`src/hdl/celmm_pkg.sv`:
```
`default_nettype none
package celmm_pkg;

   typedef struct packed {
      logic valid;
      logic last_edge;
      logic no_edges;
   } ctrl_type;

   localparam int unsigned CSR_ADDR_BITS = 3;
   localparam int unsigned CSR_DATA_BITS = 32;
   localparam logic CSR_IDX_TAKE_MINIMUM = 1'b0;
   localparam logic TAKE_MINIMUM_RESET = 1'b1;

endpackage
`default_nettype wire

```
`src/hdl/celmm_keep.sv`:
```
`default_nettype none
module celmm_keep
   import celmm_pkg::*;
#(
   parameter int unsigned COORD_BITS = 24
) (
   input  wire logic                        clock,
   input  wire logic                        reset,
   input  wire logic                        advance,
   input  wire logic                        take_minimum,
   input  wire ctrl_type                    in_ctrl,
   input  wire logic [2*COORD_BITS-1:0]     sq_x,
   input  wire logic [2*COORD_BITS-1:0]     sq_y,
   input  wire logic [2*COORD_BITS-1:0]     sq_z,
   output logic                             out_valid,
   output logic [2*COORD_BITS+1:0]          out_square
);

   localparam int unsigned BEST_BITS = 2 * COORD_BITS + 2;

   logic [BEST_BITS-1:0] best_ff, best_in;
   logic                 open_ff, open_in;
   logic                 valid_ff, valid_in;
   logic [BEST_BITS-1:0] square_ff, square_in;
   logic [BEST_BITS-1:0] sum;
   logic                 pick;

   always_comb begin
      sum = {2'b00, sq_x} + {2'b00, sq_y} + {2'b00, sq_z};
      pick = !open_ff || (take_minimum ? (sum < best_ff) : (sum > best_ff));
      best_in   = best_ff;
      open_in   = open_ff;
      valid_in  = 1'b0;
      square_in = best_ff;
      if (in_ctrl.valid) begin
         if (in_ctrl.no_edges) begin
            // vertex: drop any open cell, report zero
            best_in   = '0;
            open_in   = 1'b0;
            valid_in  = 1'b1;
            square_in = '0;
         end else begin
            best_in   = pick ? sum : best_ff;
            open_in   = !in_ctrl.last_edge;
            valid_in  = in_ctrl.last_edge;
            square_in = best_in;
         end
      end
   end

   always_ff @(posedge clock) begin
      if (reset) begin
         best_ff  <= '0;
         open_ff  <= 1'b0;
         valid_ff <= 1'b0;
      end else if (advance) begin
         best_ff  <= best_in;
         open_ff  <= open_in;
         valid_ff <= valid_in;
      end
   end

   always_ff @(posedge clock) begin
      if (advance) begin
         square_ff <= square_in;
      end
   end

   assign out_valid  = valid_ff;
   assign out_square = square_ff;

endmodule
`default_nettype wire

```
`config.mk`:
```
export PLATFORM = sky130hd
export DESIGN_NAME = celmm_keep
export DESIGN_NICKNAME = d
export VERILOG_FILES = /design/src/hdl/celmm_pkg.sv /design/src/hdl/celmm_keep.sv
export SDC_FILE = /design/constraint.sdc
export NUM_CORES = 1
export LEC_CHECK = 0
export BUFFER_PORTS_ARGS = -buffer_cell sky130_fd_sc_hd__buf_2
export CAP_MARGIN = 15
export CORE_AREA = 10 10 150 152
export CTS_BUF_LIST = sky130_fd_sc_hd__clkbuf_8 sky130_fd_sc_hd__clkbuf_16
export DETAILED_ROUTE_END_ITERATION = 16
export DIE_AREA = 0 0 160 162
export PLACE_DENSITY_LB_ADDON = 0.3
export SYNTH_ARGS = -nofsm -noshare
export SYNTH_HDL_FRONTEND = slang
export SYNTH_SLANG_ARGS = --single-unit
export TNS_END_PERCENT = 5
```
`constraint.sdc`:
```
create_clock -name clock -period 12.3 [get_ports clock]
set_clock_uncertainty 0.15 [all_clocks]
set_input_delay 1.845 -clock clock [delete_from_list [all_inputs] [get_ports clock]]
set_output_delay 1.845 -clock clock [all_outputs]
set_load 0.1 [all_outputs]
```
**Yosys cells after proc, flatten, opt, wreduce, memory -nomap -nowiden**

Cells that the tools add are included.

- Add/sub/neg operators: 2
- Magnitude comparators: 2
- Mux-type cells: 7
- Reduce and logical (&&, ||, !) cells: 4

Operators by type and width:

| operator | number |
|---|---|
| 50-bit 2-to-1 mux | 3 |
| 49-bit by 48-bit adder with 50-bit output | 1 |
| 50-bit > comparator | 1 |
| 50-bit < comparator | 1 |
| 48-bit by 48-bit adder with 49-bit output | 1 |
| 1-bit 2-to-1 mux | 4 |
| 1-bit logical NOT | 2 |
| 2-bit AND reduction | 1 |
| 1-bit logical OR | 1 |

- Register bits after elaboration: 102
- Input bits: 151
- Output and inout port bits: 51
- Logic and storage cells: 19

**Depth between registers and ports, before layout**

- Word-level depth: 8
- Depth in mapped cells: 24
- Mapped depth without buffers: 22

**Worst setup path before layout**

No wires, ideal clock.

- Path kind: input -> register
- Start: in sq_x[1]
- End: reg square_ff[48], in the netlist out_square[48] (data pin)
- Library setup time: 158 ps
- Arrival: 7391 ps
- Data required time: 11992 ps
- Setup slack: 4601 ps
- Stages on the path: 23
- Buffers on the path: 1
- Cell sequence: fa_1 > ha_1 > fa_1 > a21o_1 > nand4_1 > nand3_1 > a211o_1 > a31oi_1 > o31ai_1 > a31o_2 > a221oi_1 > nor2_1 > ha_1 > and3_1 > nand4_1 > or4_1 > a41oi_1 > nor3_1 > o31ai_4 > and2_1 > buf_2 > or4b_1 > o211ai_1

- Word-level cells in the longest chain between the ends: 8
- Elaborated cells on any way between the ends: 9
- Classes of those cells: 2 x add/sub; 2 x order compare; 4 x mux; 1 x reduce/logical

RTL lines:

| what | line | source |
|---|---|---|
| start, declared | celmm_keep.sv:12 | `input wire logic [2*COORD_BITS-1:0] sq_x,` |
| 48-bit by 48-bit adder with 49-bit output (*) | celmm_keep.sv:29 | `sum = {2'b00, sq_x} + {2'b00, sq_y} + {2'b00, sq_z};` |
| 49-bit by 48-bit adder with 50-bit output (*) | celmm_keep.sv:29 |  |
| 50-bit > comparator or 50-bit < comparator (tied branches) | celmm_keep.sv:30 | `pick = !open_ff \|\| (take_minimum ? (sum < best_ff) : (sum > best_ff));` |
| 1-bit 2-to-1 mux | celmm_keep.sv:30 |  |
| 1-bit logical OR | celmm_keep.sv:30 |  |
| 50-bit 2-to-1 mux (*) | celmm_keep.sv:43 | `best_in = pick ? sum : best_ff;` |
| 50-bit 2-to-1 mux (*) | celmm_keep.sv:36 | `if (in_ctrl.no_edges) begin` |
| 50-bit 2-to-1 mux (*) | celmm_keep.sv:35 | `if (in_ctrl.valid) begin` |
| end signal, assigned | celmm_keep.sv:65 | `square_ff <= square_in;` |
| end, declared | celmm_keep.sv:24 | `logic [BEST_BITS-1:0] square_ff, square_in;` |

Mark *: on every way between the ends. The rest lies on a longest branch, timed or not.
A chain may end at the register's enable or synchronous reset.

**Final worst setup path**

- Start: in sq_x[1]
- End: reg square_ff[43], in the netlist out_square[43] (data pin)

Same word-level chain as after synthesis.

==> flow_summary_export.csv <==
group,metric,value,unit
outcome,outcome,"completed",
worst_setup_path,worst_ep_required_time,12.34,ns
place,gp_congestion,0.883,
route,wire_per_inst,17.4,um
route,met2_wirelength,10700,um
power_and_ir_drop,pwr-share-clk,17.1,%
timing,post-route-min-period,8.63,ns
floorplan,core-area,19400,sq um
worst_setup_path,worstSetupEndpointType,"flop",
synthesis,synth.most_common_cell,"sky130_fd_sc_hd__ha_1",
synthesis,fraction_of_the_yosys_area_taken_by_sequential_cells,29.3,%
route,ant_nets,0,
route,detail_route.wirelength,23700,um
clocking,cts-htree-levels,3,
route,top_layer,"met4",
power_and_ir_drop,pwr_density_cell,157,nW/um^2
floorplan,floorplan.io_pins,202,
place,detailedPlacementHpwl,19100,um
clocking,cts.reportedPaths.clkPinSlew,0.06,ns
synthesis,avgSynthCellArea,9.55,sq um
global_routing,first_pass_grt_wire_length,39000,um
finish,insertedDiodeCount,0,
timing,maxSlewHeadroom,39.0,%
global_routing,gr-total-overflow,0,
power_and_ir_drop,power.share.combinational,57.2,%
synthesis,distinct_cell_type_count_of_the_synthesized_netlist,60,
global_routing,track_usage,18.0,%
finish,filler_cell_count,1832,
timing,worstMarginPinSlew,0.915,ns
place,placement.io_buffers,201,
synthesis,synth_edf_count,50,
worst_setup_path,regToRegEndpoint,"out_square[43]",
worst_setup_path,critical_path_arrival,8.67,ns
route,first_pass_iters,4,
floorplan,std_cell_rows,51,
timing,finalSetupViolCount,0,
finish,area_growth,17.5,%
timing,hold_violations,0,
finish,layout-drive-gt1-share,20.8,%
synthesis,biggest_area_contributors_in_the_synthesized_netlist,"sky130_fd_sc_hd__edfxtp_1, sky130_fd_sc_hd__ha_1, sky130_fd_sc_hd__dfxtp_1",
synthesis,netlist.top_cell.by_area,"sky130_fd_sc_hd__edfxtp_1",
floorplan,die_h,162,um
clocking,cts_root_buffer,"sky130_fd_sc_hd__clkbuf_16",
timing,finalSetupTns,0,ns
min_path,hp-class,"reg2reg",
route,via_count,7546,
global_routing,first_global_vias,7622,
clocking,numClockSinks,102,
power_and_ir_drop,power.switching,0.731,mW
route,vias_per_cell,5.56,
power_and_ir_drop,total_leakage_power,4.37,nW
synthesis,synth_top_area_share,17.3,%
clocking,cts.path.max_buffers,2,
clocking,cts_hold_buf,0,
run,maxCapViolations,0,
synthesis,syn-instance-count,908,
timing,unrepaired_setup_endpoints_after_global_routing,"no",
min_path,hp-start,"out_valid",
synthesis,synth_top_cells_by_count,"sky130_fd_sc_hd__ha_1, sky130_fd_sc_hd__a21oi_1, sky130_fd_sc_hd__inv_1",
power_and_ir_drop,worst_ir_drop_vdd,0.0730,mV
route,drcViolationCount,0,
worst_setup_path,crit_path_max_fanout,35,
floorplan,die-area,25900,sq um
finish,layout.cells.non_filler,1358,
worst_setup_path,crit_path_start_kind,"input port",
global_routing,grt_start_max_net_pins,55,
finish,net_count_of_the_finished_layout,1385,
worst_setup_path,r2r_setup_slack,8.47,ns
place,placed_cells,1342,
worst_setup_path,crit_type,"in2reg",
floorplan,die-width,160,um
power_and_ir_drop,sequential_power_share,25.7,%
floorplan,start_util,44.7,%
clocking,total_clock_buffers_created_by_cts,9,
clocking,clkLatencyLatePin,0.35,ns
worst_setup_path,worst_r2r_startpoint,"best_ff[48]",
timing,fin_crit_sh,70.2,%
timing,clock.fmax,116,MHz
clocking,clock_tree_from_tritoncts,"yes",
power_and_ir_drop,internal_power,0.873,mW
synthesis,netlist_area,8670,sq um
clocking,post_cts_resized,0,
route,route.layer.met1.wl,11300,um
route,drt_iter0_drc,483,
synthesis,synth-main-ff-cell,"sky130_fd_sc_hd__dfxtp_1",
synthesis,synthArstFlopShare,0,%
global_routing,antenna_violations_before_repair,0,
timing,report.final.slew_viol_count,0,
synthesis,ys_warn_count,0,
worst_setup_path,rr_worst_depth,13,
power_and_ir_drop,total_power,1.60,mW
synthesis,synth.net_count,1205,
clocking,post-cts-setup-buffer-count,0,
synthesis,post_synthesis_sequential_element_count,102,
route,route.met3.wl,1360,um
power_and_ir_drop,sw_frac_of_total,45.6,%
min_path,hold_depth,2,
min_path,hold-path-endpoint,"out_valid",
timing,fin_hold_ws,0.321,ns
[worst max-delay path by stage]
stage | start | endpoint | depth (start not counted)
after floorplan | sq_x[1] | out_square[48] | 23
after global placement | sq_x[1] | out_square[46] | 25
after detailed placement | sq_x[1] | out_square[46] | 24
after CTS | sq_x[1] | out_square[46] | 24
after global routing | sq_x[1] | out_square[43] | 25
final | sq_x[1] | out_square[43] | 25
[cell usage in the layout (no fill, tap or decap), drive strengths merged, types with 8 or more instances in the layout]
cell type	Yosys	final
edfxtp	50	50
o22ai	28	28
a21o	26	26
inv	69	73
xnor2	28	28
clkbuf	28	9
a21oi	90	90
ha	97	97
nand2	55	55
o21bai	10	10
and3	10	10
nor2	38	38
o21ai	43	43
o31ai	8	8
xor2	14	14
a22o	58	58
nand2b	10	10
nand3	11	11
o211ai	8	8
dfxtp	52	52
nand4	17	17
a31oi	8	8
and2	8	8
fa	49	49
and4	8	8
buf	10	207
[stage by stage]
stage               area [sq um]  setup slack, ns  utilization, %
floorplan                   8670             4.60               -
global placement            9910             3.56            51.1
detailed placement          9910             3.33            51.1
CTS                        10200             3.67            52.5
global route               10200             3.19            52.5
finish                     10200             3.67            52.5
[power by group through the flow]
stage / Clock [mW] / Combinational, mW / Sequential [mW]
global route: 0.291 / 1.03 / 0.414
CTS: 0.279 / 0.914 / 0.412
detailed placement: 0 / 0.909 / 0.419
floorplan: 0 / 0.539 / 0.566
finish: 0.274 / 0.918 / 0.412
global placement: 0 / 0.900 / 0.419
[critical path: stages]
cell,delay [ns]
sky130_fd_sc_hd__buf_2,0.11
sky130_fd_sc_hd__fa_1,0.48
sky130_fd_sc_hd__ha_1,0.25
sky130_fd_sc_hd__fa_1,0.41
sky130_fd_sc_hd__a21o_1,0.21
sky130_fd_sc_hd__nand4_1,0.08
sky130_fd_sc_hd__nand3_1,0.14
sky130_fd_sc_hd__a211o_1,0.43
sky130_fd_sc_hd__a31oi_1,0.34
sky130_fd_sc_hd__o31ai_1,0.23
sky130_fd_sc_hd__a31o_2,0.32
sky130_fd_sc_hd__a221oi_1,0.58
sky130_fd_sc_hd__nor2_1,0.09
sky130_fd_sc_hd__ha_1,0.31
sky130_fd_sc_hd__and3_1,0.18
sky130_fd_sc_hd__nand4_1,0.16
sky130_fd_sc_hd__or4_1,0.59
sky130_fd_sc_hd__a41oi_1,0.23
sky130_fd_sc_hd__nor3_1,0.11
sky130_fd_sc_hd__o31ai_4,0.21
sky130_fd_sc_hd__buf_4,0.37
sky130_fd_sc_hd__and2_1,0.32
sky130_fd_sc_hd__buf_4,0.39
sky130_fd_sc_hd__nand2b_1,0.10
sky130_fd_sc_hd__o211ai_1,0.16
[cells by family (layout without fill, tap and decap cells)]
| group | Yosys count | after routing | synth area share (%) |
|---|---|---|---|
| AO/OA/AOI/OAI | 323 | 323 | 25.1 |
| AND/OR/NAND/NOR | 186 | 186 | 10.9 |
| adder cells (fa/ha/maj) | 146 | 146 | 25.3 |
| buffers and inverters | 107 | 292 | 4.78 |
| flip-flops | 102 | 102 | 29.3 |
| XOR/XNOR | 42 | 42 | 4.24 |
| multiplexers | 2 | 2 | 0.245 |
[layout make-up]
| type | instances | area [sq um] | share of cell area [%] |
|---|---|---|---|
| clock buffers | 9 | 225 | 2.21 |
| clock inverters | 7 | 53.8 | 0.528 |
| inverters | 69 | 259 | 2.54 |
| multi-input cells | 699 | 5720 | 56.2 |
| flip-flops and latches | 102 | 2540 | 25.0 |
| well taps | 265 | 332 | 3.25 |
| repair buffers | 207 | 1050 | 10.3 |
[flip-flops by register name (all words and copies together) (netlist names)]
register / cells
out_square: 50
out_valid: 1
open_ff: 1
best_ff: 50
[metal layers]
metal	up-vias	global-route usage [%]
li1	3747	-
met1	3547	24.3
met2	234	29.3
met3	18	3.06
met4	0	4.92
met5	-	0
Power figures use the tool's default switching activity.
