$ cat config.mk
export PLATFORM = sky130hd
export DESIGN_NAME = celmm_square
export DESIGN_NICKNAME = d
export VERILOG_FILES = /design/src/hdl/celmm_pkg.sv /design/src/hdl/celmm_square.sv
export SDC_FILE = /design/constraint.sdc
export NUM_CORES = 2
export LEC_CHECK = 0
export ABC_AREA = 0
export BUFFER_PORTS_ARGS = -buffer_cell sky130_fd_sc_hd__buf_2
export CORE_ASPECT_RATIO = 1.75
export CORE_MARGIN = 3
export CORE_UTILIZATION = 55
export DETAILED_ROUTE_END_ITERATION = 6
export PLACE_DENSITY = 0.84
export RECOVER_POWER = 50
export SKIP_LAST_GASP = 1
export SLEW_MARGIN = 15
export SYNTH_ARGS = -nofsm -noshare
export SYNTH_HDL_FRONTEND = slang
export SYNTH_SLANG_ARGS = --single-unit
$ cat constraint.sdc
create_clock -name clock -period 7.7 [get_ports clock]
set_input_delay 0.77 -clock clock [delete_from_list [all_inputs] [get_ports clock]]
set_output_delay 0.77 -clock clock [all_outputs]
set_load 0.02 [all_outputs]
$ cat src/hdl/celmm_pkg.sv
`default_nettype none
package celmm_pkg;

   typedef struct packed {
      logic valid;
      logic last_edge;
      logic no_edges;
   } ctrl_type;

   localparam int unsigned CSR_ADDR_BITS = 3;
   localparam int unsigned CSR_DATA_BITS = 32;
   localparam logic CSR_IDX_TAKE_MINIMUM = 1'b0;
   localparam logic TAKE_MINIMUM_RESET = 1'b1;

endpackage
`default_nettype wire

$ cat src/hdl/celmm_square.sv
`default_nettype none
module celmm_square
   import celmm_pkg::*;
#(
   parameter int unsigned COORD_BITS = 24
) (
   input  wire logic                          clock,
   input  wire logic                          reset,
   input  wire logic                          advance,
   input  wire ctrl_type                      in_ctrl,
   input  wire logic signed [COORD_BITS-1:0]  start_x,
   input  wire logic signed [COORD_BITS-1:0]  start_y,
   input  wire logic signed [COORD_BITS-1:0]  start_z,
   input  wire logic signed [COORD_BITS-1:0]  end_x,
   input  wire logic signed [COORD_BITS-1:0]  end_y,
   input  wire logic signed [COORD_BITS-1:0]  end_z,
   output ctrl_type                           out_ctrl,
   output logic [2*COORD_BITS-1:0]            sq_x,
   output logic [2*COORD_BITS-1:0]            sq_y,
   output logic [2*COORD_BITS-1:0]            sq_z
);

   localparam int unsigned SQ_BITS = 2 * COORD_BITS;

   ctrl_type                  ctrl_a_ff, ctrl_b_ff;
   logic [COORD_BITS-1:0]     mag_x_ff, mag_y_ff, mag_z_ff;
   logic [COORD_BITS-1:0]     mag_x_in, mag_y_in, mag_z_in;
   logic [SQ_BITS-1:0]        sq_x_ff, sq_y_ff, sq_z_ff;
   logic signed [COORD_BITS:0] dx, dy, dz;
   logic signed [COORD_BITS:0] nx, ny, nz;

   // |d| never exceeds 2^COORD_BITS - 1, so it fits COORD_BITS bits
   always_comb begin
      dx = $signed({end_x[COORD_BITS-1], end_x}) - $signed({start_x[COORD_BITS-1], start_x});
      dy = $signed({end_y[COORD_BITS-1], end_y}) - $signed({start_y[COORD_BITS-1], start_y});
      dz = $signed({end_z[COORD_BITS-1], end_z}) - $signed({start_z[COORD_BITS-1], start_z});
      nx = -dx;
      ny = -dy;
      nz = -dz;
      mag_x_in = dx[COORD_BITS] ? nx[COORD_BITS-1:0] : dx[COORD_BITS-1:0];
      mag_y_in = dy[COORD_BITS] ? ny[COORD_BITS-1:0] : dy[COORD_BITS-1:0];
      mag_z_in = dz[COORD_BITS] ? nz[COORD_BITS-1:0] : dz[COORD_BITS-1:0];
   end

   always_ff @(posedge clock) begin
      if (reset) begin
         ctrl_a_ff <= '0;
         ctrl_b_ff <= '0;
      end else if (advance) begin
         ctrl_a_ff <= in_ctrl;
         ctrl_b_ff <= ctrl_a_ff;
      end
   end

   always_ff @(posedge clock) begin
      if (advance) begin
         mag_x_ff <= mag_x_in;
         mag_y_ff <= mag_y_in;
         mag_z_ff <= mag_z_in;
         sq_x_ff  <= mag_x_ff * mag_x_ff;
         sq_y_ff  <= mag_y_ff * mag_y_ff;
         sq_z_ff  <= mag_z_ff * mag_z_ff;
      end
   end

   assign out_ctrl = ctrl_b_ff;
   assign sq_x     = sq_x_ff;
   assign sq_y     = sq_y_ff;
   assign sq_z     = sq_z_ff;

endmodule
`default_nettype wire

# Word-level counts from Yosys, hierarchy flattened
# Index checks and enable logic that the tools add are counted.
# W data, S select, Z words.
dict set report op_classes {
  n_addsub 6
  mul 3
  muxes 3
}
# operator count
set ops {}
lappend ops {{$mul A24 B24 Y48} 3}
lappend ops {{$sub A24 B24 Y25} 3}
lappend ops {{$mux W24} 3}
lappend ops {{$neg A24 Y24} 3}
dict set report word_totals {
  reg_bits 222
  in_bits 150
  output_inout_bits 147
  elab_cells 24
}

# Longest topological paths before layout
dict set report depth {
  depth_word 3
  ltp_mapped 28
  depth_no_buf 27
}

# Worst setup path before layout
# Ideal clock, no wire load.
dict set report synth_path {
  kind {register -> register}
  startpoint {register mag_z_ff[17]}
  endpoint {register sq_z_ff[38] (netlist: sq_z[38]), data pin}
  setup_time_ns 0.275
  t_arrival_ns 7.107
  required_time_ns 7.425
  setup_slack_ns 0.318
  path_stages_with_launch 27
  path_buffers 3
  period_less_slack_ns 7.382
  path_cell_list {edfxtp_1 clkbuf_1 clkbuf_1 nand2_1 fa_1 inv_1 fa_1 fa_1 inv_1 fa_1 inv_1 fa_1 fa_1 inv_1 fa_1 inv_1 ha_1 clkbuf_1 a21o_1 a21o_1 a21o_1 a21o_1 a31o_2 o41ai_1 o221ai_1 a21oi_1 a221oi_1}
}
dict set report synth_via {
  elab_chain_len 1
}
# element line_no
set synth_rtl {}
lappend synth_rtl {{from (decl)} celmm_square.sv:26} ;# logic [COORD_BITS-1:0] mag_x_ff, mag_y_ff, mag_z_ff;
lappend synth_rtl {{from (signal assigned)} celmm_square.sv:59} ;# mag_z_ff <= mag_z_in;
lappend synth_rtl {{$mul A24 B24 Y48} celmm_square.sv:62} ;# sq_z_ff <= mag_z_ff * mag_z_ff;
lappend synth_rtl {{to (signal assigned)} celmm_square.sv:62}
lappend synth_rtl {{to (decl)} celmm_square.sv:28} ;# logic [SQ_BITS-1:0] sq_x_ff, sq_y_ff, sq_z_ff;
# Every way passes these cells.
# A chain may end at the register's enable or synchronous reset.

# Worst setup path in the final report
dict set report layout_path {
  startpoint {register mag_z_ff[4]}
  endpoint {register sq_z_ff[38] (netlist: sq_z[38]), data pin}
}
# Same word-level chain as after synthesis.

==> Implementation_results.wiki <==
{| class="wikitable"
! Metric !! Value
|-
| Run status || finished with violations
|-
| Violations in the final reports || capacitance limit, slew limit
|-
| Yosys warning total || 0
|-
| Total met2 wirelength after detailed routing || 87.65 mm
|-
| DIE WIDTH || 258.2 um
|-
| DIE AREA || 115500 sq um
|-
| Startpoint class of the critical path || flip-flop
|-
| Proportion of layout cells with a drive suffix above 1 || 7.916%
|-
| Sequential share of the synthesized area || 10.65%
|-
| Final core occ || 60.59%
|-
| Clock Pin Slew Worst Setup and Hold Paths || 90 ps
|-
| Worst flop-to-flop path endpoint || sq_z[38]$_DFFE_PP_
|-
| Post-synth EDFFs || 213
|-
| Placed wire-length estimate || 140.5 mm
|-
| Reg-to-reg critical path startpoint || mag_z_ff[4]$_DFFE_PP_
|-
| Clock tree from TritonCTS || yes
|-
| Global-route wire length before repair || 257.2 mm
|-
| Worst Tran Pin Value || 7145 ps
|-
| Highest routed metal layer || met5
|-
| Standard cell core area || 110200 sq um
|-
| Number of setup violations in the final report || 0
|-
| Most frequent standard cell in the layout excluding fill and tap cells || sky130_fd_sc_hd__inv_1
|-
| R2R cell count || 25
|-
| Vias after detailed routing || 46420
|-
| Global-route usage over all layers || 28.69%
|-
| Ports placed on the boundary || 297
|-
| Starting density of the core || 55.55%
|-
| Register-to-register path setup slack || 210 ps
|-
| Worst hold start || reset
|-
| 1st-iter DRT viols || 2911
|-
| PortBufs || 293
|-
| Most instantiated flip-flop cell in the synthesis netlist || sky130_fd_sc_hd__edfxtp_1
|-
| Area overhead of the layout relative to synthesis || 9.087%
|-
| Clock H-tree levels || 1
|-
| Count of maximum capacitance violations || 1
|-
| Critical path capture point type || flip-flop
|-
| Number of optimization iterations in the first detailed-route pass || 6
|-
| Cells on Worst Hold Path || 2
|-
| Share of synthesized registers carrying an async set or reset || 0%
|-
| Quantity of hold-fixing buffers added after cts || 0
|-
| Met1 Wirelength || 50.77 mm
|-
| Routed wire length on met3 || 10.20 mm
|-
| Data arrival time at the worst-slack endpoint || 7850 ps
|-
| Total count of max-transition violations in the final report || 121
|-
| Fin cells || 8412
|-
| Final Wtd Congestion || 1.014
|-
| Deepest clock path buffer count || 3
|-
| Net count of the finished layout || 8937
|-
| Hold path endpoint || out_ctrl[2]$_SDFFE_PP0P_
|-
| Clock tree root buffer cell || sky130_fd_sc_hd__clkbuf_16
|-
| Worst Skew || 32.46 ps
|-
| Combined area of all synthesized cells || 61200 sq um
|-
| Routed wire length || 164.8 mm
|-
| Min Tclk post-route || 7489 ps
|-
| Global-route congestion overflow total || 0
|-
| Post-detailed-route count of antenna-violating nets || 0
|-
| Post-route cell area || 66770 sq um
|-
| Pin count of the biggest net entering global routing || 121
|-
| Count of final hold-check violations || 0
|-
| Setup crit start || mag_z_ff[4]$_DFFE_PP_
|-
| Setup repair after global routing missed its margin || true
|-
| Number of distinct standard cells referenced by the synthesized netlist || 97
|-
| Fmax || 0.1335 GHz
|-
| Top library cells by usage in the layout, fill and taps aside || sky130_fd_sc_hd__inv_1, sky130_fd_sc_hd__fa_1, sky130_fd_sc_hd__ha_1, sky130_fd_sc_hd__nand2_1, sky130_fd_sc_hd__and2_1
|-
| Sinks on the clock net || 219
|-
| DR vias/cell || 5.518
|-
| Area of placed instances || 65330 sq um
|-
| Largest driver fanout on the critical path || 11
|-
| Final cycle utilization of the critical path || 97.25%
|-
| Average wire length per cell after detail routing || 19.59 um
|-
| Average cell area after synthesis || 9.379 sq um
|-
| Std-Cell Rows || 161
|-
| Floorplan die height || 447.3 um
|-
| Category of the critical setup timing path || reg -> reg
|-
| Total clock buffers created by CTS || 26
|-
| Worst hold path type || in -> reg
|-
| Data required time at the worst endpoint || 8060 ps
|-
| Placed cells || 8287
|-
| Vias in the first global route || 51230
|-
| Skew-Pair Late Insertion Delay || 630 ps
|-
| Residual DRC count || 0
|-
| Cell count after synthesis || 6526
|-
| Initial antenna violation count || 21
|-
| Relative max-transition margin || -376.4%
|-
| Number of flip-flops and latches in the synthesized netlist || 219
|}
## per-layer routing
metal / track usage [%] / vias to the layer above
li1: - / 20420
met3: 4.270 / 840
met1: 28.09 / 23220
met4: 22.95 / 4
met5: 0 / -
met2: 53.38 / 1927
## timing repair
action,4_1_cts,5_1_grt
resized for setup,0,28
endpoints found under the setup margin,0,32
setup buffers,0,67
## worst max-delay path, cell delays in order, from the launching register on
cell	delay (ps)
sky130_fd_sc_hd__edfxtp_1	450
sky130_fd_sc_hd__buf_4	230
sky130_fd_sc_hd__nand2_1	160
sky130_fd_sc_hd__fa_1	550
sky130_fd_sc_hd__inv_1	70
sky130_fd_sc_hd__fa_1	500
sky130_fd_sc_hd__fa_1	560
sky130_fd_sc_hd__inv_1	60
sky130_fd_sc_hd__fa_1	560
sky130_fd_sc_hd__inv_1	80
sky130_fd_sc_hd__fa_1	510
sky130_fd_sc_hd__fa_1	500
sky130_fd_sc_hd__inv_1	50
sky130_fd_sc_hd__fa_1	480
sky130_fd_sc_hd__inv_1	40
sky130_fd_sc_hd__ha_1	280
sky130_fd_sc_hd__a21o_1	190
sky130_fd_sc_hd__a21o_1	170
sky130_fd_sc_hd__a21o_1	180
sky130_fd_sc_hd__a21o_1	190
sky130_fd_sc_hd__a31o_2	280
sky130_fd_sc_hd__o41ai_1	400
sky130_fd_sc_hd__buf_4	200
sky130_fd_sc_hd__o221ai_1	130
sky130_fd_sc_hd__a21oi_1	250
sky130_fd_sc_hd__a221oi_1	130
## worst max path at each step
stage	endpoint	slack [ps]	cells after the start
CTS	sq_y[47]$_DFFE_PP_	30	26
finish	sq_z[38]$_DFFE_PP_	210	25
floorplan	sq_z[38]$_DFFE_PP_	320	26
global route	sq_z[45]$_DFFE_PP_	-50	25
detailed placement	sq_y[47]$_DFFE_PP_	60	26
global placement	sq_y[32]$_DFFE_PP_	160	23
## synthesized netlist by cell type, types with 7 or more instances
library cell | number | area share [%]
sky130_fd_sc_hd__a2111oi_0 | 7 | 0.10
sky130_fd_sc_hd__nor3b_1 | 7 | 0.086
sky130_fd_sc_hd__nand4_1 | 22 | 0.22
sky130_fd_sc_hd__o31ai_1 | 16 | 0.20
sky130_fd_sc_hd__o21ai_1 | 10 | 0.082
sky130_fd_sc_hd__buf_2 | 12 | 0.098
sky130_fd_sc_hd__or2_2 | 15 | 0.15
sky130_fd_sc_hd__o41ai_1 | 8 | 0.11
sky130_fd_sc_hd__ha_1 | 602 | 12
sky130_fd_sc_hd__a211o_1 | 8 | 0.11
sky130_fd_sc_hd__xnor2_1 | 179 | 2.6
sky130_fd_sc_hd__inv_1 | 1918 | 12
sky130_fd_sc_hd__nor2_1 | 179 | 1.1
sky130_fd_sc_hd__a21boi_0 | 9 | 0.11
sky130_fd_sc_hd__nand3_1 | 45 | 0.37
sky130_fd_sc_hd__edfxtp_1 | 213 | 10
sky130_fd_sc_hd__and2_1 | 348 | 3.6
sky130_fd_sc_hd__and4_1 | 8 | 0.11
sky130_fd_sc_hd__nor4_1 | 12 | 0.12
sky130_fd_sc_hd__nor3_1 | 31 | 0.25
sky130_fd_sc_hd__fa_1 | 1270 | 42
sky130_fd_sc_hd__a21o_1 | 103 | 1.3
sky130_fd_sc_hd__o21a_1 | 40 | 0.49
sky130_fd_sc_hd__a221oi_1 | 9 | 0.13
sky130_fd_sc_hd__o21ai_0 | 104 | 0.85
sky130_fd_sc_hd__a21oi_1 | 184 | 1.5
sky130_fd_sc_hd__nor2b_1 | 40 | 0.41
sky130_fd_sc_hd__o211ai_1 | 14 | 0.17
sky130_fd_sc_hd__nand2_1 | 581 | 3.6
sky130_fd_sc_hd__a31oi_1 | 23 | 0.24
sky130_fd_sc_hd__and3_1 | 27 | 0.28
sky130_fd_sc_hd__nand2b_1 | 20 | 0.20
sky130_fd_sc_hd__clkbuf_1 | 171 | 1.0
sky130_fd_sc_hd__xor2_1 | 82 | 1.2
sky130_fd_sc_hd__a211oi_1 | 16 | 0.20
sky130_fd_sc_hd__o21bai_1 | 25 | 0.31
sky130_fd_sc_hd__or3_1 | 9 | 0.092
sky130_fd_sc_hd__mux2i_1 | 14 | 0.23
sky130_fd_sc_hd__o22ai_1 | 8 | 0.082
## logic make-up after synthesis
group	after synthesis	synth area share, %
buf+inv	2109	13.00
fa+ha+maj	1872	53.85
simple gates	1375	11.01
compound gates	670	7.439
xor+xnor	261	3.735
flops	219	10.65
mux	19	0.3209
other cells	1	0.006127
## area by class of cell
type                       count  area, sq um
fill                        8948        43420
tap                         1467         1836
inverter                    1918         7199
timing repair buffer         550         3420
clock inverter                21        250.2
sequential                   219         6516
clock buffer                  27        654.4
multi-input combinational   4200        46870
antenna                       10        25.02
## sequential cells by signal (all words and copies together) (netlist names)
| register | flops |
|---|---|
| ctrl_a_ff | 3 |
| mag_x_ff | 24 |
| mag_y_ff | 24 |
| mag_z_ff | 24 |
| out_ctrl | 3 |
| sq_x | 47 |
| sq_y | 47 |
| sq_z | 47 |
## through the flow
| stage | worst slack [ps] | setup TNS, ps | hold slack [ps] |
|---|---|---|---|
| 2_1_floorplan | 318.5 | 0 | 460.1 |
| 3_3_place_gp | 161.1 | 0 | 470.3 |
| 3_5_place_dp | 61.06 | 0 | 480.3 |
| 4_1_cts | 34.42 | 0 | 327.6 |
| 5_1_grt | -47.68 | -91.20 | 366.3 |
| 6_report | 211.5 | 0 | 380.0 |
Power is left out: the tool's default activity adds up to more than one toggle a clock period on the data nets, which glitch-free logic cannot reach.
