<file path="config.mk">
export PLATFORM = sky130hd
export DESIGN_NAME = celmm_sqrt_cell
export DESIGN_NICKNAME = d
export VERILOG_FILES = /design/src/hdl/celmm_pkg.sv /design/src/hdl/celmm_sqrt_cell.sv
export SDC_FILE = /design/constraint.sdc
export NUM_CORES = 1
export LEC_CHECK = 0
export BUFFER_PORTS_ARGS = -buffer_cell sky130_fd_sc_hd__buf_4
export CORE_MARGIN = 10
export CORE_UTILIZATION = 34
export DETAILED_ROUTE_END_ITERATION = 10
export PLACE_DENSITY = 0.6
export SYNTH_ARGS = -nofsm -noshare
export SYNTH_HDL_FRONTEND = slang
export SYNTH_SLANG_ARGS = --single-unit
export TNS_END_PERCENT = 1
</file>
<file path="constraint.sdc">
create_clock -name clock -period 5.5 [get_ports clock]
set_input_delay 0.55 -clock clock [delete_from_list [all_inputs] [get_ports clock]]
set_output_delay 0.55 -clock clock [all_outputs]
set_load 0.01 [all_outputs]
</file>
<file path="src/hdl/celmm_pkg.sv">
`default_nettype none
package celmm_pkg;

   typedef struct packed {
      logic valid;
      logic last_edge;
      logic no_edges;
   } ctrl_type;

   localparam int unsigned CSR_ADDR_BITS = 3;
   localparam int unsigned CSR_DATA_BITS = 32;
   localparam logic CSR_IDX_TAKE_MINIMUM = 1'b0;
   localparam logic TAKE_MINIMUM_RESET = 1'b1;

endpackage
`default_nettype wire

</file>
<file path="src/hdl/celmm_sqrt_cell.sv">
`default_nettype none
module celmm_sqrt_cell
   import celmm_pkg::*;
#(
   parameter int unsigned ROOT_BITS = 25
) (
   input  wire logic                     clock,
   input  wire logic                     reset,
   input  wire logic                     advance,
   input  wire logic                     in_valid,
   input  wire logic [2*ROOT_BITS-1:0]   in_rad,
   input  wire logic [ROOT_BITS:0]       in_rem,
   input  wire logic [ROOT_BITS-1:0]     in_root,
   output logic                          out_valid,
   output logic [2*ROOT_BITS-1:0]        out_rad,
   output logic [ROOT_BITS:0]            out_rem,
   output logic [ROOT_BITS-1:0]          out_root
);

   localparam int unsigned RAD_BITS = 2 * ROOT_BITS;

   logic                   valid_ff;
   logic [RAD_BITS-1:0]    rad_ff, rad_in;
   logic [ROOT_BITS:0]     rem_ff, rem_in;
   logic [ROOT_BITS-1:0]   root_ff, root_in;
   logic [ROOT_BITS+2:0]   trial_rem;
   logic [ROOT_BITS+2:0]   trial_sub;
   logic [ROOT_BITS+2:0]   trial_diff;
   logic                   digit;

   // one radicand bit pair per cell: rem:pair >= 4*root+1 gives a root bit of 1
   always_comb begin
      trial_rem  = {in_rem, in_rad[RAD_BITS-1 -: 2]};
      trial_sub  = {1'b0, in_root, 2'b01};
      digit      = (trial_rem >= trial_sub);
      trial_diff = trial_rem - trial_sub;
      rad_in     = {in_rad[RAD_BITS-3:0], 2'b00};
      rem_in     = digit ? trial_diff[ROOT_BITS:0] : trial_rem[ROOT_BITS:0];
      root_in    = {in_root[ROOT_BITS-2:0], digit};
   end

   always_ff @(posedge clock) begin
      if (reset) begin
         valid_ff <= 1'b0;
      end else if (advance) begin
         valid_ff <= in_valid;
      end
   end

   always_ff @(posedge clock) begin
      if (advance) begin
         rad_ff  <= rad_in;
         rem_ff  <= rem_in;
         root_ff <= root_in;
      end
   end

   assign out_valid = valid_ff;
   assign out_rad   = rad_ff;
   assign out_rem   = rem_ff;
   assign out_root  = root_ff;

endmodule
`default_nettype wire

</file>
==> Word level (Yosys, flattened, before mapping) <==
Index checks and enable logic that the tools add are counted.
{ "totals": {"reg_bits": 100, "inputBits": 105, "output_inout_bits": 102, "wordCells": 7} }
{ "op_classes": {"addsub": 1, "order_cmp": 1, "muxes": 1} }
{ "op_table": {"columns": ["op", "count"], "rows": [
  ["28-bit by 27-bit >= comparator with 1-bit output", 1],
  ["26-bit two-way mux", 1],
  ["26-bit subtractor", 1]
]} }

==> Longest topological paths before layout <==
Gate-level depths: netlist of the first run.
{ "depth": {"depth_word": 2, "ltp_mapped": 12, "mapped_depth_nobuf": 10} }

==> Worst setup path before layout of the first run <==
No wires, ideal clock.
{ "synth_path": {"path_type": "input -> register", "start": "input port in_root[1]", "end": "register rem_ff[10] (netlist: out_rem[10]), data pin", "setup_ns": 0.260, "arrival_time_ns": 2.519, "required_ns": 5.240, "setup_slack_ns": 2.721, "cell_stages": 11, "n_path_buf": 1, "cell_sequence": "inv_1 ha_1 o211ai_2 a21oi_2 o211ai_4 a21oi_2 o311a_4 nor2_8 inv_2 buf_6 mux2_4"} }
{ "synth_between": {"elab_chain_len": 2, "elab_cells_between_ends": 3, "classes_between": "add/sub: 1; order compare: 1; mux: 1"} }
{ "synth_lines": {"columns": ["item", "line_no", "text"], "rows": [
  ["start: declaration", "celmm_sqrt_cell.sv:13", "input wire logic [ROOT_BITS-1:0] in_root,"],
  ["26-bit subtractor or 28-bit by 27-bit >= comparator with 1-bit output (tied branches)", "celmm_sqrt_cell.sv:36, celmm_sqrt_cell.sv:35", null],
  ["26-bit two-way mux (*)", "celmm_sqrt_cell.sv:38", "rem_in = digit ? trial_diff[ROOT_BITS:0] : trial_rem[ROOT_BITS:0];"],
  ["via rem_in[10]", "celmm_sqrt_cell.sv:24", "logic [ROOT_BITS:0] rem_ff, rem_in;"],
  ["end signal: assignment", "celmm_sqrt_cell.sv:53", "rem_ff <= rem_in;"],
  ["end: declaration", "celmm_sqrt_cell.sv:24", null]
]} }
The timed path passes the listed nets; every way through them passes the cells marked *.
A chain may end at the register's enable or synchronous reset.

==> Worst setup path in the final report of the first run <==
{ "layout_path": {"start": "input port in_rem[3]", "end": "register rem_ff[7] (netlist: out_rem[7]), data pin"} }
{ "layout_between": {"elab_chain_len": 2, "elab_cells_between_ends": 3, "classes_between": "add/sub: 1; order compare: 1; mux: 1"} }
{ "layout_lines": {"columns": ["item", "line_no", "text"], "rows": [
  ["start: declaration", "celmm_sqrt_cell.sv:12", "input wire logic [ROOT_BITS:0] in_rem,"],
  ["26-bit subtractor or 28-bit by 27-bit >= comparator with 1-bit output (tied branches)", "celmm_sqrt_cell.sv:36, celmm_sqrt_cell.sv:35", null],
  ["26-bit two-way mux (*)", "celmm_sqrt_cell.sv:38", null],
  ["via rem_in[7]", "celmm_sqrt_cell.sv:24", null]
]} }
Marks and branches as above.

==> run metrics, run 1 <==
Final Hold Viols 0; PostCTS Resize Cnt 0; critical path endpoint category flop; Worst slew margin 0.3929; FFs w/ async S/R, synth 0; routed via count 3977; simple-gate area share of the yosys netlist 0.09194; Req. time, crit path 5.60 ns; xor/xnor cell area share of the yosys netlist 0.02595; Lkg Pwr 3.091 nW; commonest cells after routing, fill and taps aside 205 x buf_4, 99 x edfxtp_1, 32 x inv_1; Yosys warning count 0; Setup Skew 0 ns; Mean Syn Cell Area 12.98 um2; Post-Synthesis Cell Area 5062 um2; largest family of logic cells by synthesized area compound AO/OA/AOI/OAI gates; Clock Tree Buf Depth 2; EDFF count, synth 99; dpl ws 2.152 ns; mux cell area share after synthesis 0.04943; Yosys reg bits 100; Root Buffer clkbuf_16; Synth Area in Compound Gates 0.1374; Routed WL 15540 um; critical path fanouts, max 20; Post-Synth Adder-Cell Area 0.06673; Die H 142.0 um; Site Rows 44; maxcap violations 0; first-pass GRT wire length 23390 um; Least-Margin Pin Slew 0.8965 ns; post-route DRC violation count 0; CTS H-tree lvls 3; startpoint types input port; commonest non-fill, non-tap cell in the layout buf_4; Starting DRT DRC Count 235; layout cells sized above 1 0.4086; minimum clock period 2.981 ns; Critical Path AT 3.08 ns; Post-DRT Antenna Nets 0; P_int 1.534 mW; largest net degree at the start of global routing 61; DP HPWL 12260 um; io pins 207; Pre-antenna DRT Iters 5; Seq pwr share 0.455; sequential fraction of the synthesis area 0.5912; final-report setup violation count 0; CTS tree done; Combinational Power Share 0.238; CTS buffer count 9; switch share 0.2653; Setup Fix Bufs, Post-CTS 0; unrepaired setup endpoints after global routing false; setup TNS 0 ns; Hold-fix buffers, CTS 0; placeable core area 14590 um2; number of diodes 0; post-synthesis cell type count 56; Die Wd 142.0 um; top_reg_cell synth edfxtp_1; nets@finish 729; Hold Path Class in2reg; Routed WL per cell 19.77 um; fin crit share 0.5420; Area Overhead vs Synth 39.59%; clock group share of total power 0.307; Synth Instances 390; die outline area 20170 um2; Routability Congestion 0.8133; worst skew pair latency 0.35 ns; initial antenna violation count 0; Final Instance Area 7067 um2; CP Class in2reg; clock edge transition at the registers on the reported setup and hold paths 0.07 ns; vias per inst 5.060; maximum VDD drop 0.1444 mV; Sw Pwr 553.9 uW; Starting Density 0.3470; port bufs 204; clk sink count 100; gr usage total 0.1478; DP Area 6774 um2; status complete, no violations; Final WS setup 2.519 ns; max-slew violation count 0; grt ovf 0; power per cell area 295.5 nW/um2; Max Clk Rate 335.5 MHz; vias in the first global route 4060
[layer usage]
metal / routed length, um / global-route usage
met5: 0 / 0
met2: 7082 / 0.2308
met4: 253 / 0.04357
met1: 6729 / 0.1840
met3: 1476 / 0.05941
[critical path, cell delays in order]
cell	delay, ns
buf_4	0.11
ha_1	0.38
o211ai_2	0.11
a21oi_2	0.20
o211ai_4	0.13
a21oi_2	0.37
o311a_4	0.32
nor2_8	0.07
inv_2	0.48
mux2_4	0.35
[registers in the layout (all words and copies together), names as in the netlist]
name	cells
out_rad	48
out_root	25
out_rem	26
out_valid	1
[through the flow]
| stage | hold slack, ns | cells | power [mW] | utilization |
|---|---|---|---|---|
| final | 0.3500 | 786 | 2.088 | 0.4844 |
| after CTS | 0.3340 | 786 | 2.115 | 0.4844 |
| after global placement | 0.4762 | 770 | 1.461 | 0.4643 |
| after floorplan | 0.5279 | 391 | 1.220 | - |
| after detailed placement | 0.5057 | 770 | 1.468 | 0.4643 |
| after global routing | 0.3377 | 786 | 2.190 | 0.4844 |
[cell type report]
class / count / area [um2]
multi-input combinational: 248 / 1888
clock buffer: 11 / 232.7
clock inverter: 5 / 60.06
tap: 184 / 230.2
sequential: 100 / 2993
timing repair buffer: 205 / 1539
inverter: 33 / 123.9
fill: 1319 / 7522
[Yosys cell counts, drive strengths merged (2+ instances only)]
master | count | area share
nand3 | 15 | 0.015
o2111ai | 2 | 0.0035
o21a | 5 | 0.0074
clkbuf | 5 | 0.0037
nor4 | 4 | 0.0049
mux2 | 16 | 0.047
buf | 5 | 0.0084
a21boi | 4 | 0.0059
nor2b | 2 | 0.0025
and2 | 2 | 0.0025
nand2 | 13 | 0.0096
nand2b | 6 | 0.0074
and3b | 3 | 0.0052
o21ai | 19 | 0.020
nand4 | 5 | 0.0062
a211oi | 4 | 0.0069
nor2 | 19 | 0.017
ha | 27 | 0.067
o211ai | 7 | 0.014
a21o | 10 | 0.015
inv | 33 | 0.024
nor3 | 9 | 0.0089
edfxtp | 99 | 0.59
o31ai | 6 | 0.0089
xor2 | 4 | 0.0069
a31oi | 2 | 0.0025
o41ai | 2 | 0.0035
and3 | 5 | 0.0062
a211o | 2 | 0.0035
a21oi | 29 | 0.031
xnor2 | 11 | 0.019
[worst paths after layout]
check | from | to | slack, ns | depth (start not counted)
worst max register to register | out_valid | out_valid | 4.90 | 2
worst max-delay path | in_rem[3] | out_rem[7] | 2.52 | 10
worst min register to register | out_valid | out_valid | 0.52 | 2
worst min-delay path | reset | out_valid | 0.35 | 2
[kinds of logic after synthesis]
logic type,count (synthesis)
simple gates,87
buf+inv,43
fa+ha+maj,27
flops,100
compound gates,100
other cells,1
xor+xnor,15
mux,17
[power groups by stage]
stage / registers [mW] / logic, mW / clock network, mW
2_1_floorplan: 1.01 / 0.214 / 0
3_3_place_gp: 0.965 / 0.496 / 0
3_5_place_dp: 0.968 / 0.501 / 0
4_1_cts: 0.952 / 0.502 / 0.661
5_1_grt: 0.958 / 0.542 / 0.690
6_report: 0.950 / 0.497 / 0.641
(Power assumes the default switching activity.)
==> run 2: changes to the inputs <==
Settings changed: PLACE_DENSITY 0.6 to 0.62.
Clock period 5.5 ns to 2.4 ns, I/O delays scaled along.
==> run 2 against run 1 <==
Critical path depth grew 1. Combinational power grew to 2.6 times the previous value. Sequential power grew 130%. Global-route usage grew 0.46 points. Die area is the same. Worst hold slack lost 0.31 ns. Routed wire length grew 1.6%. Setup slack lost 2.4 ns. Final area grew 8.4%. Largest power group unchanged. Highest routed layer unchanged.
==> run metrics, run 2 (synthesis results as in run 1) <==
slowest cell on the critical path ha_1; Fillers 1306; commonest cells after routing, fill and taps aside 272 x buf_4, 99 x edfxtp_1, 32 x inv_1; Max Clk Rate 440.6 MHz; Starting DRT DRC Count 239; Routability Congestion 0.8592; minimum clock period 2.269 ns; DP HPWL 12870 um; startpoint types input port; Req. time, crit path 2.50 ns; FF+latch area 2993 um2; final-report setup violation count 0; unrepaired setup endpoints after global routing false; crit path cell chain buf_4 > ha_1 > nand2_1 > o211ai_1 > a31oi_2 > o21ai_1 > a21o_1 > nor2_8 > inv_2 > buf_12 > mux2_4; Lkg Pwr 3.446 nW; Least-Margin Pin Slew 0.5406 ns; grt ovf 0; largest net degree at the start of global routing 101; vias per inst 4.897; Reg2Reg Depth 2; port bufs 204; status complete, no violations; Post-DRT Antenna Nets 0; Hold-fix buffers, CTS 0; max FFs per register 48; CTS buffer count 9; CTS tree done; gr usage total 0.1524; max-slew violation count 0; R2R Path Start out_valid; slowest stage delay, CP 0.37 ns; Hold WS 0.03626 ns; io pins 207; Die Wd 142.0 um; power per cell area 636.7 nW/um2; Routed WL 15790 um; Crit Reg-Reg Endpoint out_valid; critical path endpoint category flop; Post-Layout Cell Count 856; maximum VDD drop 0.3048 mV; dpl ws -0.2950 ns; clk sink count 100; Pre-antenna DRT Iters 4; Area Overhead vs Synth 51.26%; Setup Skew 0 ns; clock edge transition at the registers on the reported setup and hold paths 0.07 ns; number of diodes 0; die outline area 20170 um2; CTS H-tree lvls 3; setup TNS 0 ns; total power 4.876 mW; vias in the first global route 4405; Final Hold Viols 0; Die H 142.0 um; Starting Density 0.3470; layout cells sized above 1 0.4792; maxcap violations 0; routed via count 4192; Critical Path AT 2.37 ns; post-route DRC violation count 0; first-pass GRT wire length 24230 um; nets@finish 799; placed insts 840; r2r setup slk 1.82 ns; Worst slew margin 0.6396; fin crit share 0.9456; commonest non-fill, non-tap cell in the layout buf_4; Site Rows 44; Multi-input gate area 1923 um2; Worst Setup SP in_rem[12]; worst setup path endpoint out_rem[15]; placeable core area 14590 um2; Root Buffer clkbuf_16; worst skew pair latency 0.35 ns; CP Class in2reg; Hold Path Class in2reg; critical path fanouts, max 14; Clock Tree Buf Depth 2; Routed WL per cell 18.45 um; initial antenna violation count 0; Final WS setup 0.1306 ns
==> run 2: cell count changes in the layout (fill, tap and decap cells not counted), sizes merged <==
cell / previous run / this run
inv: 34 / 35
bufinv: 1 / 0
buf: 205 / 275
clkbuf: 11 / 10
clkinv: 2 / 3
==> run 2: worst max-delay path, delay by kind of cell <==
kind	cells	cell delay (ns)
AOI/OAI and AO/OA	4	0.90
adders and majority gates	1	0.37
buffers and inverters	3	0.34
and+or+nand+nor	2	0.17
muxes	1	0.31
==> run 2: how the worst min path moves through the flow <==
| stage | startpoint | end | slack [ns] | cells past startpoint |
|---|---|---|---|---|
| floorplan | reset | out_valid | 0.31 | 1 |
| global placement | reset | out_valid | 0.40 | 2 |
| detailed placement | reset | out_valid | 0.40 | 2 |
| CTS | reset | out_valid | 0.02 | 2 |
| global route | reset | out_valid | 0.03 | 2 |
| finish | reset | out_valid | 0.04 | 2 |
==> run 2: metal layers <==
| layer | vias to the layer above | track usage | part of all wire |
|---|---|---|---|
| met1 | 1968 | 0.1764 | 0.40 |
| li1 | 2043 | - | - |
| met2 | 164 | 0.2563 | 0.49 |
| met5 | - | 0 | 0 |
| met3 | 17 | 0.05407 | 0.094 |
| met4 | 0 | 0.05056 | 0.015 |
==> run 2: what timing repair did <==
action / 4_1_cts / 5_1_grt
buffers inserted: 0 / 0
setup endpoints to repair: 0 / 17
resized for setup: 0 / 4
==> run 2: layout make-up <==
class,count,share of cell area
Clock buffer,10,0.02990
Clock inverter,6,0.007353
Inverter,33,0.01618
Multi-Input combinational cell,248,0.2511
Sequential cell,100,0.3908
Tap cell,184,0.03007
Timing Repair Buffer,275,0.2745
==> run 2: report_power, final <==
| group | internal (mW) | switching (mW) |
|---|---|---|
| Sequential | 2.13 | 0.0487 |
| Combinational | 0.696 | 0.595 |
| Clock | 0.724 | 0.685 |
| Total | 3.55 | 1.33 |
==> run 2: through the flow <==
| stage | utilization | area [um2] |
|---|---|---|
| 6_report | 0.5249 | 7657 |
| 5_1_grt | 0.5249 | 7657 |
| 2_1_floorplan | - | 5082 |
| 4_1_cts | 0.5236 | 7639 |
| 3_3_place_gp | 0.5040 | 7353 |
| 3_5_place_dp | 0.5040 | 7353 |
==> run 3: changes to the inputs <==
Settings changed: CTS_BUF_LIST set to sky130_fd_sc_hd__clkbuf_8, SLEW_MARGIN set to 5.
==> run 3 against run 2 <==
Worst hold slack got worse by 0.0025 ns. Largest cell class unchanged. Final cell count rose by 1.6%. Sequential power hardly changed.
==> run metrics, run 3 (synthesis results as in run 1) <==
GR peak layer met2; slowest cell on the critical path o41ai_1; port bufs 204; Starting DRT DRC Count 243; Least-Margin Pin Slew 0.5440 ns; grt met2 use 0.2631; met1 Usage GRT 0.1786; Setup Fix Bufs, Post-CTS 0; CP Class in2reg; critical path fanouts, max 7; max-slew violation count 0; Die Wd 142.0 um; status complete, no violations; post-route DRC violation count 0; Post-DRT Antenna Nets 0; initial antenna violation count 0; Routability Congestion 0.8592; max FFs per register 48; crit path cell chain buf_4 > ha_1 > nand2_1 > o211ai_1 > a31oi_2 > o21ai_0 > a21o_1 > nor2_8 > buf_12 > o41ai_1; met3 usage 0.05741; CTS tree done; Req. time, crit path 2.55 ns; Critical Path AT 2.42 ns; clock edge transition at the registers on the reported setup and hold paths 0.10 ns; Clock Tree Buf Depth 2; commonest cells after routing, fill and taps aside 272 x buf_4, 99 x edfxtp_1, 33 x inv_1; io pins 207; vias per inst 4.892; layout cells sized above 1 0.4679; Worst path top cell family by delay compound AO/OA/AOI/OAI gates; Site Rows 44; Post-Layout Cell Count 870; startpoint types input port; Final WS setup 0.1381 ns; Hold WS 0.03373 ns; Die H 142.0 um; final-report setup violation count 0; Final Hold Viols 0; CTS H-tree lvls 3; maxcap violations 0; DP HPWL 12870 um; commonest non-fill, non-tap cell in the layout buf_4; dpl ws -0.2950 ns; worst skew pair latency 0.37 ns; clk sink count 100; placed insts 840; Area Overhead vs Synth 51.88%; Setup Skew 0 ns; DP Area 7353 um2; Fillers 1311; number of diodes 0; Starting Density 0.3470; vias in the first global route 4472; gr usage total 0.1557; nets@finish 813; Worst slew margin 0.6373; critical path endpoint category flop; CTS buffer count 9; power per cell area 587.8 nW/um2; largest net degree at the start of global routing 101; Routed WL 16080 um; die outline area 20170 um2; grt ovf 0; Routed WL per cell 18.48 um; Hold Path Class in2reg; routed via count 4256; Root Buffer clkbuf_8; slowest stage delay, CP 0.44 ns; total power 4.520 mW; r2r setup slk 1.81 ns; placeable core area 14590 um2; minimum clock period 2.262 ns; Pre-antenna DRT Iters 4; Lkg Pwr 3.458 nW; Final Instance Area 7689 um2; Max Clk Rate 442.1 MHz; WP buf/inv 2; first-pass GRT wire length 24760 um; maximum VDD drop 0.2590 mV; fin crit share 0.9425
[run 3: cell types whose count changed in the layout (fill, tap and decap cells not counted)]
cell	change
clkbuf_1	-1
clkbuf_16	-9
clkbuf_8	+9
dlygate4sd3_1	+14
inv_1	+1
o21ai_0	+1
o21ai_1	-1
o41ai_1	+1
o41ai_2	-1
[run 3: layout make-up]
cell class | count | area [um2] | share of cell area
inverters | 33 | 123.9 | 0.01611
clock buffers | 9 | 123.9 | 0.01611
repair buffers | 289 | 2242 | 0.2916
flip-flops and latches | 100 | 2993 | 0.3893
clock inverters | 7 | 60.06 | 0.007811
multi-input cells | 248 | 1916 | 0.2491
well taps | 184 | 230.2 | 0.02994
[run 3: what timing repair did]
item	4_1_cts	5_1_grt
resized for setup	0	2
hold buffers	14	0
setup endpoints to repair	0	16
hold endpoints to repair	14	0
[run 3: path summary, 6_finish.rpt]
check        startpoint          end  depth (start not counted)
max          in_rem[12]  out_rem[16]                         10
min reg2reg   out_valid    out_valid                          2
max reg2reg   out_valid    out_valid                          2
min           in_rad[7]   out_rad[9]                          1
[run 3: power breakdown]
| group | total [mW] | internal [mW] | switching (mW) |
|---|---|---|---|
| Combinational | 1.31 | 0.710 | 0.599 |
| Clock | 1.04 | 0.394 | 0.643 |
| Sequential | 2.17 | 2.13 | 0.0498 |
| Total | 4.52 | 3.23 | 1.29 |
[run 3: metrics by stage]
stage	util	setup TNS [ns]
after floorplan	-	0
after global placement	0.5040	-4.230
after detailed placement	0.5040	-5.148
after CTS	0.5262	0
after global routing	0.5270	-0.01410
final	0.5270	0
[run 3: routing by layer]
layer	wire, um	share of wire	vias to the layer above
li1	-	-	2069
met1	6376	0.40	2006
met3	1556	0.097	16
met4	244	0.015	0
met2	7901	0.49	165
met5	0	0	-
